`src/sv/lfu_pkg.sv`:
```
// Shared types and constants for the LFU key-value store.
// Holds the request/response word layouts and fixed field widths; no dependencies.
package lfu_pkg;

   localparam int KEY_W  = 32;
   localparam int DATA_W = 32;
   localparam int CAP_W  = 5;

   localparam logic [CAP_W-1:0] CAP_RESET = 5'd16;

   localparam logic ACT_GET = 1'b0;
   localparam logic ACT_PUT = 1'b1;

   typedef struct packed {
      logic              action;
      logic [KEY_W-1:0]  key;
      logic [DATA_W-1:0] value;
   } req_type;

   typedef struct packed {
      logic              hit;
      logic [DATA_W-1:0] read_value;
   } rsp_type;

   typedef struct packed {
      logic match_found;
      logic vic_found;
      logic free_found;
   } scan_flags_type;

endpackage

```
`src/sv/lfu_entry_ram.sv`:
```
// Entry storage for the LFU store: one write port, one registered read port.
// Generic width and depth; no package dependencies.
module lfu_entry_ram #(
   parameter int WIDTH = 84,
   parameter int DEPTH = 16
) (
   input  logic                                  clock,
   input  logic                                  wr_en,
   input  logic [((DEPTH > 1) ? $clog2(DEPTH) : 1)-1:0] wr_addr,
   input  logic [WIDTH-1:0]                      wr_data,
   input  logic                                  rd_en,
   input  logic [((DEPTH > 1) ? $clog2(DEPTH) : 1)-1:0] rd_addr,
   output logic [WIDTH-1:0]                      rd_data
);

   logic [WIDTH-1:0] mem_ff [DEPTH];
   logic [WIDTH-1:0] rd_data_ff;

   always_ff @(posedge clock) begin
      if (wr_en) begin
         mem_ff[wr_addr] <= wr_data;
      end
   end

   always_ff @(posedge clock) begin
      if (rd_en) begin
         rd_data_ff <= mem_ff[rd_addr];
      end
   end

   assign rd_data = rd_data_ff;

endmodule

```
`src/sv/lfu_scan_unit.sv`:
```
// Shared compare unit: checks the entries one per cycle while en is high, finding the key match,
// the eviction victim and the first free slot. Uses lfu_pkg.
module lfu_scan_unit #(
   parameter int IDX_W      = 4,
   parameter int COUNT_BITS = 16
) (
   input  logic                         clock,
   input  logic                         reset,
   input  logic                         clear,
   input  logic                         en,
   input  logic [IDX_W-1:0]             idx,
   input  logic                         entry_valid,
   input  logic [lfu_pkg::KEY_W-1:0]    key,
   input  logic [lfu_pkg::KEY_W-1:0]    rec_key,
   input  logic [lfu_pkg::DATA_W-1:0]   rec_data,
   input  logic [COUNT_BITS-1:0]        rec_count,
   input  logic [IDX_W-1:0]             rec_rank,
   output lfu_pkg::scan_flags_type      flags,
   output logic [IDX_W-1:0]             match_idx,
   output logic [IDX_W-1:0]             match_rank,
   output logic [lfu_pkg::DATA_W-1:0]   match_data,
   output logic [IDX_W-1:0]             vic_idx,
   output logic [IDX_W-1:0]             vic_rank,
   output logic [IDX_W-1:0]             free_idx
);

   lfu_pkg::scan_flags_type    flags_ff;
   logic [IDX_W-1:0]           match_idx_ff;
   logic [IDX_W-1:0]           match_rank_ff;
   logic [lfu_pkg::DATA_W-1:0] match_data_ff;
   logic [IDX_W-1:0]           vic_idx_ff;
   logic [IDX_W-1:0]           vic_rank_ff;
   logic [COUNT_BITS-1:0]      vic_count_ff;
   logic [IDX_W-1:0]           free_idx_ff;

   logic hit_now;
   logic vic_now;
   logic free_now;

   always_comb begin
      hit_now  = en && entry_valid && (rec_key == key) && !flags_ff.match_found;
      vic_now  = en && entry_valid &&
                 (!flags_ff.vic_found || (rec_count < vic_count_ff) ||
                  ((rec_count == vic_count_ff) && (rec_rank > vic_rank_ff)));
      free_now = en && !entry_valid && !flags_ff.free_found;
   end

   always_ff @(posedge clock) begin
      if (reset || clear) begin
         flags_ff <= '0;
      end else begin
         if (hit_now)  flags_ff.match_found <= 1'b1;
         if (vic_now)  flags_ff.vic_found   <= 1'b1;
         if (free_now) flags_ff.free_found  <= 1'b1;
      end
   end

   always_ff @(posedge clock) begin
      if (hit_now) begin
         match_idx_ff  <= idx;
         match_rank_ff <= rec_rank;
         match_data_ff <= rec_data;
      end
      if (vic_now) begin
         vic_idx_ff   <= idx;
         vic_rank_ff  <= rec_rank;
         vic_count_ff <= rec_count;
      end
      if (free_now) begin
         free_idx_ff <= idx;
      end
   end

   assign flags      = flags_ff;
   assign match_idx  = match_idx_ff;
   assign match_rank = match_rank_ff;
   assign match_data = match_data_ff;
   assign vic_idx    = vic_idx_ff;
   assign vic_rank   = vic_rank_ff;
   assign free_idx   = free_idx_ff;

endmodule

```
`src/sv/lfu_cache_lookup_insert.sv`:
```
// LFU key-value store, top level: sequencer, valid bits and response register.
// One word in flight. A scan pass reads every entry once; a put that updates or inserts and a
// get hit then read every entry once more in the rank update pass, while a get miss or a put
// at zero capacity skips it (that put is dropped); a held response stalls the result step.
// Reset (synchronous): clears valid bits, fill count, sequencer; capacity becomes 16.
module lfu_cache_lookup_insert #(
   parameter int ENTRIES    = 16,
   parameter int COUNT_BITS = 16
) (
   input  logic                         clock,
   input  logic                         reset,
   input  logic                         req_valid,
   output logic                         req_ready,
   input  lfu_pkg::req_type             req_data,
   output logic                         rsp_valid,
   input  logic                         rsp_ready,
   output lfu_pkg::rsp_type             rsp_data,
   input  logic                         csr_we,
   input  logic [lfu_pkg::CAP_W-1:0]    csr_wdata
);

   localparam int IDX_W   = (ENTRIES > 1) ? $clog2(ENTRIES) : 1;
   localparam int CNT_W   = $clog2(ENTRIES + 1);
   localparam int CMP_W   = (CNT_W > lfu_pkg::CAP_W) ? CNT_W : lfu_pkg::CAP_W;
   localparam int REC_W   = lfu_pkg::KEY_W + lfu_pkg::DATA_W + COUNT_BITS + IDX_W;
   localparam int RANK_LO = 0;
   localparam int CNT_LO  = IDX_W;
   localparam int DATA_LO = IDX_W + COUNT_BITS;
   localparam int KEY_LO  = IDX_W + COUNT_BITS + lfu_pkg::DATA_W;

   typedef enum logic [2:0] {
      ST_IDLE,
      ST_SCAN,
      ST_DECIDE,
      ST_UPDATE,
      ST_RESULT
   } state_type;

   state_type               state_ff, state_in;
   logic [CNT_W-1:0]        addr_ff, addr_in;
   logic                    pipe_vld_ff, pipe_vld_in;
   logic [IDX_W-1:0]        pipe_idx_ff, pipe_idx_in;
   lfu_pkg::req_type        req_ff, req_in;
   logic                    insert_ff, insert_in;
   logic                    evict_ff, evict_in;
   logic                    get_hit_ff, get_hit_in;
   logic [IDX_W-1:0]        ins_idx_ff, ins_idx_in;
   lfu_pkg::rsp_type        res_ff, res_in;
   logic                    rsp_valid_ff, rsp_valid_in;
   lfu_pkg::rsp_type        rsp_data_ff, rsp_data_in;
   logic [ENTRIES-1:0]      valid_ff, valid_in;
   logic [CNT_W-1:0]        stored_ff, stored_in;
   logic [lfu_pkg::CAP_W-1:0] capacity_ff, capacity_in;

   logic                    rd_en;
   logic [REC_W-1:0]        rd_data;
   logic                    wr_en;
   logic [REC_W-1:0]        wr_data;
   logic                    scan_clear;
   logic                    scan_en;
   logic                    pipe_entry_valid;

   logic [lfu_pkg::KEY_W-1:0]  rec_key;
   logic [lfu_pkg::DATA_W-1:0] rec_data;
   logic [COUNT_BITS-1:0]      rec_count;
   logic [IDX_W-1:0]           rec_rank;

   lfu_pkg::scan_flags_type    flags;
   logic [IDX_W-1:0]           match_idx;
   logic [IDX_W-1:0]           match_rank;
   logic [lfu_pkg::DATA_W-1:0] match_data;
   logic [IDX_W-1:0]           vic_idx;
   logic [IDX_W-1:0]           vic_rank;
   logic [IDX_W-1:0]           free_idx;

   logic [CMP_W-1:0]        cap_ext;
   logic [CMP_W-1:0]        eff_cap;
   logic                    cap_zero;
   logic                    need_evict;
   logic                    pass_done;
   logic                    is_get;
   logic                    dec_rank;

   assign rec_rank  = rd_data[RANK_LO +: IDX_W];
   assign rec_count = rd_data[CNT_LO +: COUNT_BITS];
   assign rec_data  = rd_data[DATA_LO +: lfu_pkg::DATA_W];
   assign rec_key   = rd_data[KEY_LO +: lfu_pkg::KEY_W];

   assign pipe_entry_valid = valid_ff[pipe_idx_ff];
   assign scan_en          = (state_ff == ST_SCAN) && pipe_vld_ff;
   assign scan_clear       = req_valid && req_ready;
   assign rd_en            = ((state_ff == ST_SCAN) || (state_ff == ST_UPDATE)) &&
                             (addr_ff != CNT_W'(ENTRIES));
   assign wr_en            = (state_ff == ST_UPDATE) && pipe_vld_ff;
   assign pass_done        = (addr_ff == CNT_W'(ENTRIES)) && !pipe_vld_ff;
   assign is_get           = (req_ff.action == lfu_pkg::ACT_GET);

   lfu_entry_ram #(
      .WIDTH (REC_W),
      .DEPTH (ENTRIES)
   ) u_ram (
      .clock   (clock),
      .wr_en   (wr_en),
      .wr_addr (pipe_idx_ff),
      .wr_data (wr_data),
      .rd_en   (rd_en),
      .rd_addr (addr_ff[IDX_W-1:0]),
      .rd_data (rd_data)
   );

   lfu_scan_unit #(
      .IDX_W      (IDX_W),
      .COUNT_BITS (COUNT_BITS)
   ) u_scan (
      .clock       (clock),
      .reset       (reset),
      .clear       (scan_clear),
      .en          (scan_en),
      .idx         (pipe_idx_ff),
      .entry_valid (pipe_entry_valid),
      .key         (req_ff.key),
      .rec_key     (rec_key),
      .rec_data    (rec_data),
      .rec_count   (rec_count),
      .rec_rank    (rec_rank),
      .flags       (flags),
      .match_idx   (match_idx),
      .match_rank  (match_rank),
      .match_data  (match_data),
      .vic_idx     (vic_idx),
      .vic_rank    (vic_rank),
      .free_idx    (free_idx)
   );

   // effective capacity and fill check
   always_comb begin
      cap_ext    = CMP_W'(capacity_ff);
      eff_cap    = (cap_ext > CMP_W'(ENTRIES)) ? CMP_W'(ENTRIES) : cap_ext;
      cap_zero   = (capacity_ff == '0);
      need_evict = (CMP_W'(stored_ff) >= eff_cap);
   end

   // rank update pass: new record for the entry now leaving the RAM
   always_comb begin
      wr_data  = rd_data;
      dec_rank = evict_ff && (rec_rank > vic_rank);
      if (!insert_ff) begin
         if (pipe_idx_ff == match_idx) begin
            wr_data[RANK_LO +: IDX_W] = '0;
            wr_data[CNT_LO +: COUNT_BITS] = (rec_count == {COUNT_BITS{1'b1}}) ?
                                            rec_count : rec_count + COUNT_BITS'(1);
            if (!is_get) begin
               wr_data[DATA_LO +: lfu_pkg::DATA_W] = req_ff.value;
            end
         end else if (pipe_entry_valid && (rec_rank < match_rank)) begin
            wr_data[RANK_LO +: IDX_W] = rec_rank + IDX_W'(1);
         end
      end else begin
         if (pipe_idx_ff == ins_idx_ff) begin
            wr_data = {req_ff.key, req_ff.value, COUNT_BITS'(1), IDX_W'(0)};
         end else if (pipe_entry_valid && !(evict_ff && (pipe_idx_ff == vic_idx))) begin
            wr_data[RANK_LO +: IDX_W] = rec_rank + IDX_W'(1) - IDX_W'(dec_rank);
         end
      end
   end

   always_comb begin
      state_in     = state_ff;
      addr_in      = addr_ff;
      pipe_vld_in  = rd_en;
      pipe_idx_in  = addr_ff[IDX_W-1:0];
      req_in       = req_ff;
      insert_in    = insert_ff;
      evict_in     = evict_ff;
      get_hit_in   = get_hit_ff;
      ins_idx_in   = ins_idx_ff;
      res_in       = res_ff;
      rsp_valid_in = rsp_valid_ff && !rsp_ready;
      rsp_data_in  = rsp_data_ff;
      valid_in     = valid_ff;
      stored_in    = stored_ff;
      capacity_in  = csr_we ? csr_wdata : capacity_ff;

      if (rd_en) begin
         addr_in = addr_ff + CNT_W'(1);
      end

      unique case (state_ff)
         ST_IDLE: begin
            if (req_valid) begin
               req_in   = req_data;
               addr_in  = '0;
               state_in = ST_SCAN;
            end
         end
         ST_SCAN: begin
            if (pass_done) begin
               state_in = ST_DECIDE;
            end
         end
         ST_DECIDE: begin
            addr_in    = '0;
            res_in     = '0;
            insert_in  = 1'b0;
            evict_in   = 1'b0;
            get_hit_in = 1'b0;
            if (cap_zero) begin
               state_in = is_get ? ST_RESULT : ST_IDLE;
            end else if (flags.match_found) begin
               get_hit_in = is_get;
               res_in.hit = 1'b1;
               res_in.read_value = match_data;
               state_in   = ST_UPDATE;
            end else if (is_get) begin
               state_in = ST_RESULT;
            end else begin
               insert_in = 1'b1;
               evict_in  = need_evict && flags.vic_found;
               if (need_evict && flags.vic_found) begin
                  ins_idx_in = (flags.free_found && (free_idx < vic_idx)) ?
                               free_idx : vic_idx;
               end else begin
                  ins_idx_in = free_idx;
               end
               state_in = ST_UPDATE;
            end
         end
         ST_UPDATE: begin
            if (pass_done) begin
               if (insert_ff) begin
                  if (evict_ff) begin
                     valid_in[vic_idx] = 1'b0;
                  end
                  valid_in[ins_idx_ff] = 1'b1;
                  stored_in = evict_ff ? stored_ff : stored_ff + CNT_W'(1);
               end
               state_in = get_hit_ff ? ST_RESULT : ST_IDLE;
            end
         end
         ST_RESULT: begin
            if (!rsp_valid_ff || rsp_ready) begin
               rsp_valid_in = 1'b1;
               rsp_data_in  = res_ff;
               state_in     = ST_IDLE;
            end
         end
         default: begin
            state_in = ST_IDLE;
         end
      endcase
   end

   always_ff @(posedge clock) begin
      if (reset) begin
         state_ff     <= ST_IDLE;
         addr_ff      <= '0;
         pipe_vld_ff  <= 1'b0;
         insert_ff    <= 1'b0;
         evict_ff     <= 1'b0;
         get_hit_ff   <= 1'b0;
         rsp_valid_ff <= 1'b0;
         valid_ff     <= '0;
         stored_ff    <= '0;
         capacity_ff  <= lfu_pkg::CAP_RESET;
      end else begin
         state_ff     <= state_in;
         addr_ff      <= addr_in;
         pipe_vld_ff  <= pipe_vld_in;
         insert_ff    <= insert_in;
         evict_ff     <= evict_in;
         get_hit_ff   <= get_hit_in;
         rsp_valid_ff <= rsp_valid_in;
         valid_ff     <= valid_in;
         stored_ff    <= stored_in;
         capacity_ff  <= capacity_in;
      end
      pipe_idx_ff <= pipe_idx_in;
      req_ff      <= req_in;
      ins_idx_ff  <= ins_idx_in;
      res_ff      <= res_in;
      rsp_data_ff <= rsp_data_in;
   end

   assign req_ready = (state_ff == ST_IDLE);
   assign rsp_valid = rsp_valid_ff;
   assign rsp_data  = rsp_data_ff;

   a_fill_count : assert property (@(posedge clock) disable iff (reset)
      CNT_W'($countones(valid_ff)) == stored_ff)
      else $error("fill count disagrees with valid bits");

   a_accept_scan : assert property (@(posedge clock) disable iff (reset)
      (req_valid && req_ready) |=> (state_ff == ST_SCAN))
      else $error("accepted word did not start a scan");

   a_rsp_source : assert property (@(posedge clock) disable iff (reset)
      $rose(rsp_valid_ff) |-> ($past(state_ff) == ST_RESULT))
      else $error("response raised outside result state");

   a_valid_hold : assert property (@(posedge clock) disable iff (reset)
      ((state_ff == ST_SCAN) && ($past(state_ff) == ST_SCAN)) |-> $stable(valid_ff))
      else $error("valid bits changed during scan");

endmodule

```
`config.mk`:
```
export PLATFORM = sky130hd
export DESIGN_NAME = lfu_cache_lookup_insert
export DESIGN_NICKNAME = d
export VERILOG_FILES = /design/src/sv/lfu_pkg.sv /design/src/sv/lfu_entry_ram.sv /design/src/sv/lfu_scan_unit.sv /design/src/sv/lfu_cache_lookup_insert.sv
export SDC_FILE = /design/constraint.sdc
export NUM_CORES = 2
export LEC_CHECK = 0
export ABC_AREA = 1
export BUFFER_PORTS_ARGS = -buffer_cell sky130_fd_sc_hd__buf_4
export CAP_MARGIN = 20
export CORE_UTILIZATION = 50
export CTS_CLUSTER_SIZE = 16
export DETAILED_ROUTE_END_ITERATION = 6
export PLACE_DENSITY = 0.66
export RECOVER_POWER = 25
export SYNTH_ARGS = -nofsm -noshare
export SYNTH_HDL_FRONTEND = slang
export SYNTH_SLANG_ARGS = --single-unit
```
`constraint.sdc`:
```
create_clock -name clock -period 8.13 [get_ports clock]
set_input_delay 2.439 -clock clock [delete_from_list [all_inputs] [get_ports clock]]
set_output_delay 2.439 -clock clock [all_outputs]
set_load 0.02 [all_outputs]
```
==> impl_metrics.toml <==
[logic_synthesis]
yosys_warnings = 0
yosys_register_bits = 1677
ys_types = 42
netlist_area_mm2 = 0.0666
ys_seq_area_frac = 0.749
synth_ff_type = "edfxtp_1"
syn-num-nets = 5173
synthCells = 5060
async_flop_share = 0
syn_area_per_cell_um2 = 13.2
synth_edf_count = 1631
synth_top_area_share = 0.735
synth.largest_area_cell = "edfxtp_1"
synthTopCellsByArea = "edfxtp_1 (74%), o21ai_0 (5.5%), nor2_1 (4.6%)"

[clock_network]
cts-resized-gates = 0
cts_buffers = 167
path_clk_slew_ps = 60
h-tree-depth = 4
post-cts-setup-buffers = 0
clk_latency_ps = 800
cts_tree = "done"
ctsHoldBuffers = 0
clk_path_buf_depth = 3
numClockSinks = 1677
ctsRootBufferMaster = "clkbuf_16"

[floorplan]
ios = 110
rows = 133
initial_core_util = 0.506
die_area_mm2 = 0.135
fp.dieH_um = 367
core_area_mm2 = 0.132
die_x_um = 367

[route]
ant_nets = 0
firstDrtPassIters = 5
routed_wl_um = 168000
wl_per_cell_um = 23.9
drt_iter0_drc = 5158
drc_errors = 0
vias_per_cell = 6.00
vias = 42000

[global_route]
grt-busiest-layer = "met2"
grt_pass1_wl_um = 251000
antenna_found_initial = 2
grt_pass1_vias = 40600
grt_usage = 0.247
gr-total-overflow = 0
gr-usage-met3 = 0.0434
grt_max_degree = 225
grtUsageMet2 = 0.393
grt_use_met1 = 0.344

[sta]
tns_ps = 0
worst_pin_slew_ps = 4560
hold_viol = 0
min_period_ps = 5940
finalWorstSetupSlack_ps = 2190
finClkSkew_ps = 23.9
max_slew_margin = -2.04
finalSetupViolCount = 0
slew_violations = 799
finalCritPeriodShare = 0.730
rsz0062_at_grt = "false"
fmax_ghz = 0.168

[run_status]
status = "complete, but fails checks"
violations = "capacitance limit, slew limit"

[place]
portBuffers = 109
placed_area_mm2 = 0.0692
gp_congestion = 0.806
post-dp-hpwl_um = 79200
pre_cts_slack_ps = 3890

[power]
p_leak_nw = 24.9
p_total_mw = 20.5
powerDensity_mw_per_mm2 = 275
ir_worst_vdd_uv = 211

[setup_path]
cp.required_ps = 8770
worst_setup_path_end_kind = "flop"
startpoint_type = "flop"
crit_type = "reg -> reg"
critPathArrivalTime_ps = 6580
crit_fanout = 86

[finish]
finalInstanceArea_mm2 = 0.0743
fill_cells = 10400
final_nets = 5226
drive_gt1_frac = 0.0832
area_growth_pct = 11.5
n_antenna_cell = 0

[run]
cap_viol_max_count = 24

[hold_path]
hold_class = "reg -> reg"
metrics by stage:
step,util,hold slack (ps),instances
2_1_floorplan,-,326,5060
3_3_place_gp,0.525,401,6697
3_5_place_dp,0.525,405,6698
4_1_cts,0.565,416,7007
5_1_grt,0.564,426,7008
6_report,0.564,418,7008
placed cells by master (no fill, tap or decap), types with 2 or more instances in the layout:
master,netlist,routed
edfxtp_1,1631,1631
nor2_1,822,812
o21ai_0,733,733
nand2_1,477,478
o221ai_1,284,284
inv_1,208,205
nand3_1,187,187
clkbuf_16,0,173
buf_4,28,114
o211ai_1,87,87
clkbuf_1,231,63
clkbuf_4,0,61
o22ai_1,53,53
a21oi_1,51,50
dfxtp_1,46,44
clkinv_1,0,40
ha_1,38,38
a22oi_1,32,32
clkinv_2,1,32
xor2_1,25,25
nand4_1,16,16
o21ai_1,11,11
bufinv_16,0,11
nor3_1,10,10
nor2_4,0,10
inv_6,0,6
inv_2,5,4
xnor2_1,4,4
clkinv_8,0,4
o21a_1,3,3
buf_12,0,3
inv_4,0,2
inv_8,0,2
nor3_2,2,2
nand2b_1,2,2
dfxtp_4,0,2
clkinv_4,0,2
flip-flops by register name, summed over array words and instances (netlist names), 5 cells and up:
name and flops:
u_ram.rd_data 84, addr_ff 5, u_scan.vic_count_ff 16, stored_ff 5, rsp_data 33, res_ff 33, cap_ext 5, req_ff 65
valid_ff 16, u_ram.mem_ff 1344, u_scan.match_data 32
cells by family (layout without fill, tap and decap cells):
logic type,count (synthesis),after routing,synth area share
AO/OA/AOI/OAI,1258,1258,0.116
adder cells (fa/ha/maj),38,38,0.00714
AND/OR/NAND/NOR,1526,1526,0.0912
flip-flops,1677,1677,0.749
XOR/XNOR,29,29,0.00381
buffers and inverters,532,725,0.0327
routing by layer:
layer / share of wire / vias up / routed length, um
li1: - / 18900 / -
met3: 0.086 / 334 / 14400
met5: 0 / - / 0
met1: 0.41 / 20800 / 69100
met2: 0.47 / 1965 / 79000
met4: 0.031 / 0 / 5120
cell usage after synthesis, types with 2 or more instances:
master,instances
o21a_1,3
buf_2,44
a21oi_1,51
nand2_1,477
dfxtp_1,46
nor3_2,2
edfxtp_1,1631
o221ai_1,284
o21ai_1,11
clkbuf_1,231
buf_1,12
o22ai_1,53
inv_1,208
o211ai_1,87
o21ai_0,733
nand3_1,187
buf_4,28
xnor2_1,4
nand4_1,16
buf_6,3
ha_1,38
nor3_1,10
xor2_1,25
a22oi_1,32
nor2_1,822
inv_2,5
nand2b_1,2
area by class of cell:
class                           count  area, um^2  area share
Sequential cell                  1677       49900       0.672
Multi-Input combinational cell   2851       14600       0.197
Clock buffer                      213        4480      0.0603
Tap cell                         1755        2200      0.0295
Timing Repair Buffer              202        1490      0.0200
Inverter                          214         828      0.0111
Clock inverter                     96         779      0.0105
power by group:
group	internal [mW]	leakage (nW)	total, mW	switching (mW)
clock network	4.24	2.58	7.43	3.19
registers	10.3	15.1	10.5	0.210
logic	0.632	7.19	2.51	1.88
total	15.2	24.9	20.5	5.28
critical path, cell delays in order, from the launching register on:
cell,delay [ps]
dfxtp_1,450
clkbuf_1,3200
buf_4,1100
o21ai_0,250
o221ai_1,270
o211ai_1,120
nand2_1,230
final timing paths:
kind / cells past startpoint / from / to / slack (ps)
max: 6 / addr_ff[1]$_SDFF_PP0_ / u_ram.rd_data[75]$_DFFE_PP_ / 2190
min: 0 / res_ff[8]$_SDFFCE_PP0P_ / rsp_data[8]$_DFFE_PP_ / 420
max reg2reg: 6 / addr_ff[1]$_SDFF_PP0_ / u_ram.rd_data[75]$_DFFE_PP_ / 2190
min reg2reg: 0 / res_ff[8]$_SDFFCE_PP0P_ / rsp_data[8]$_DFFE_PP_ / 420
No activity file was read; power rests on OpenSTA's default activity.
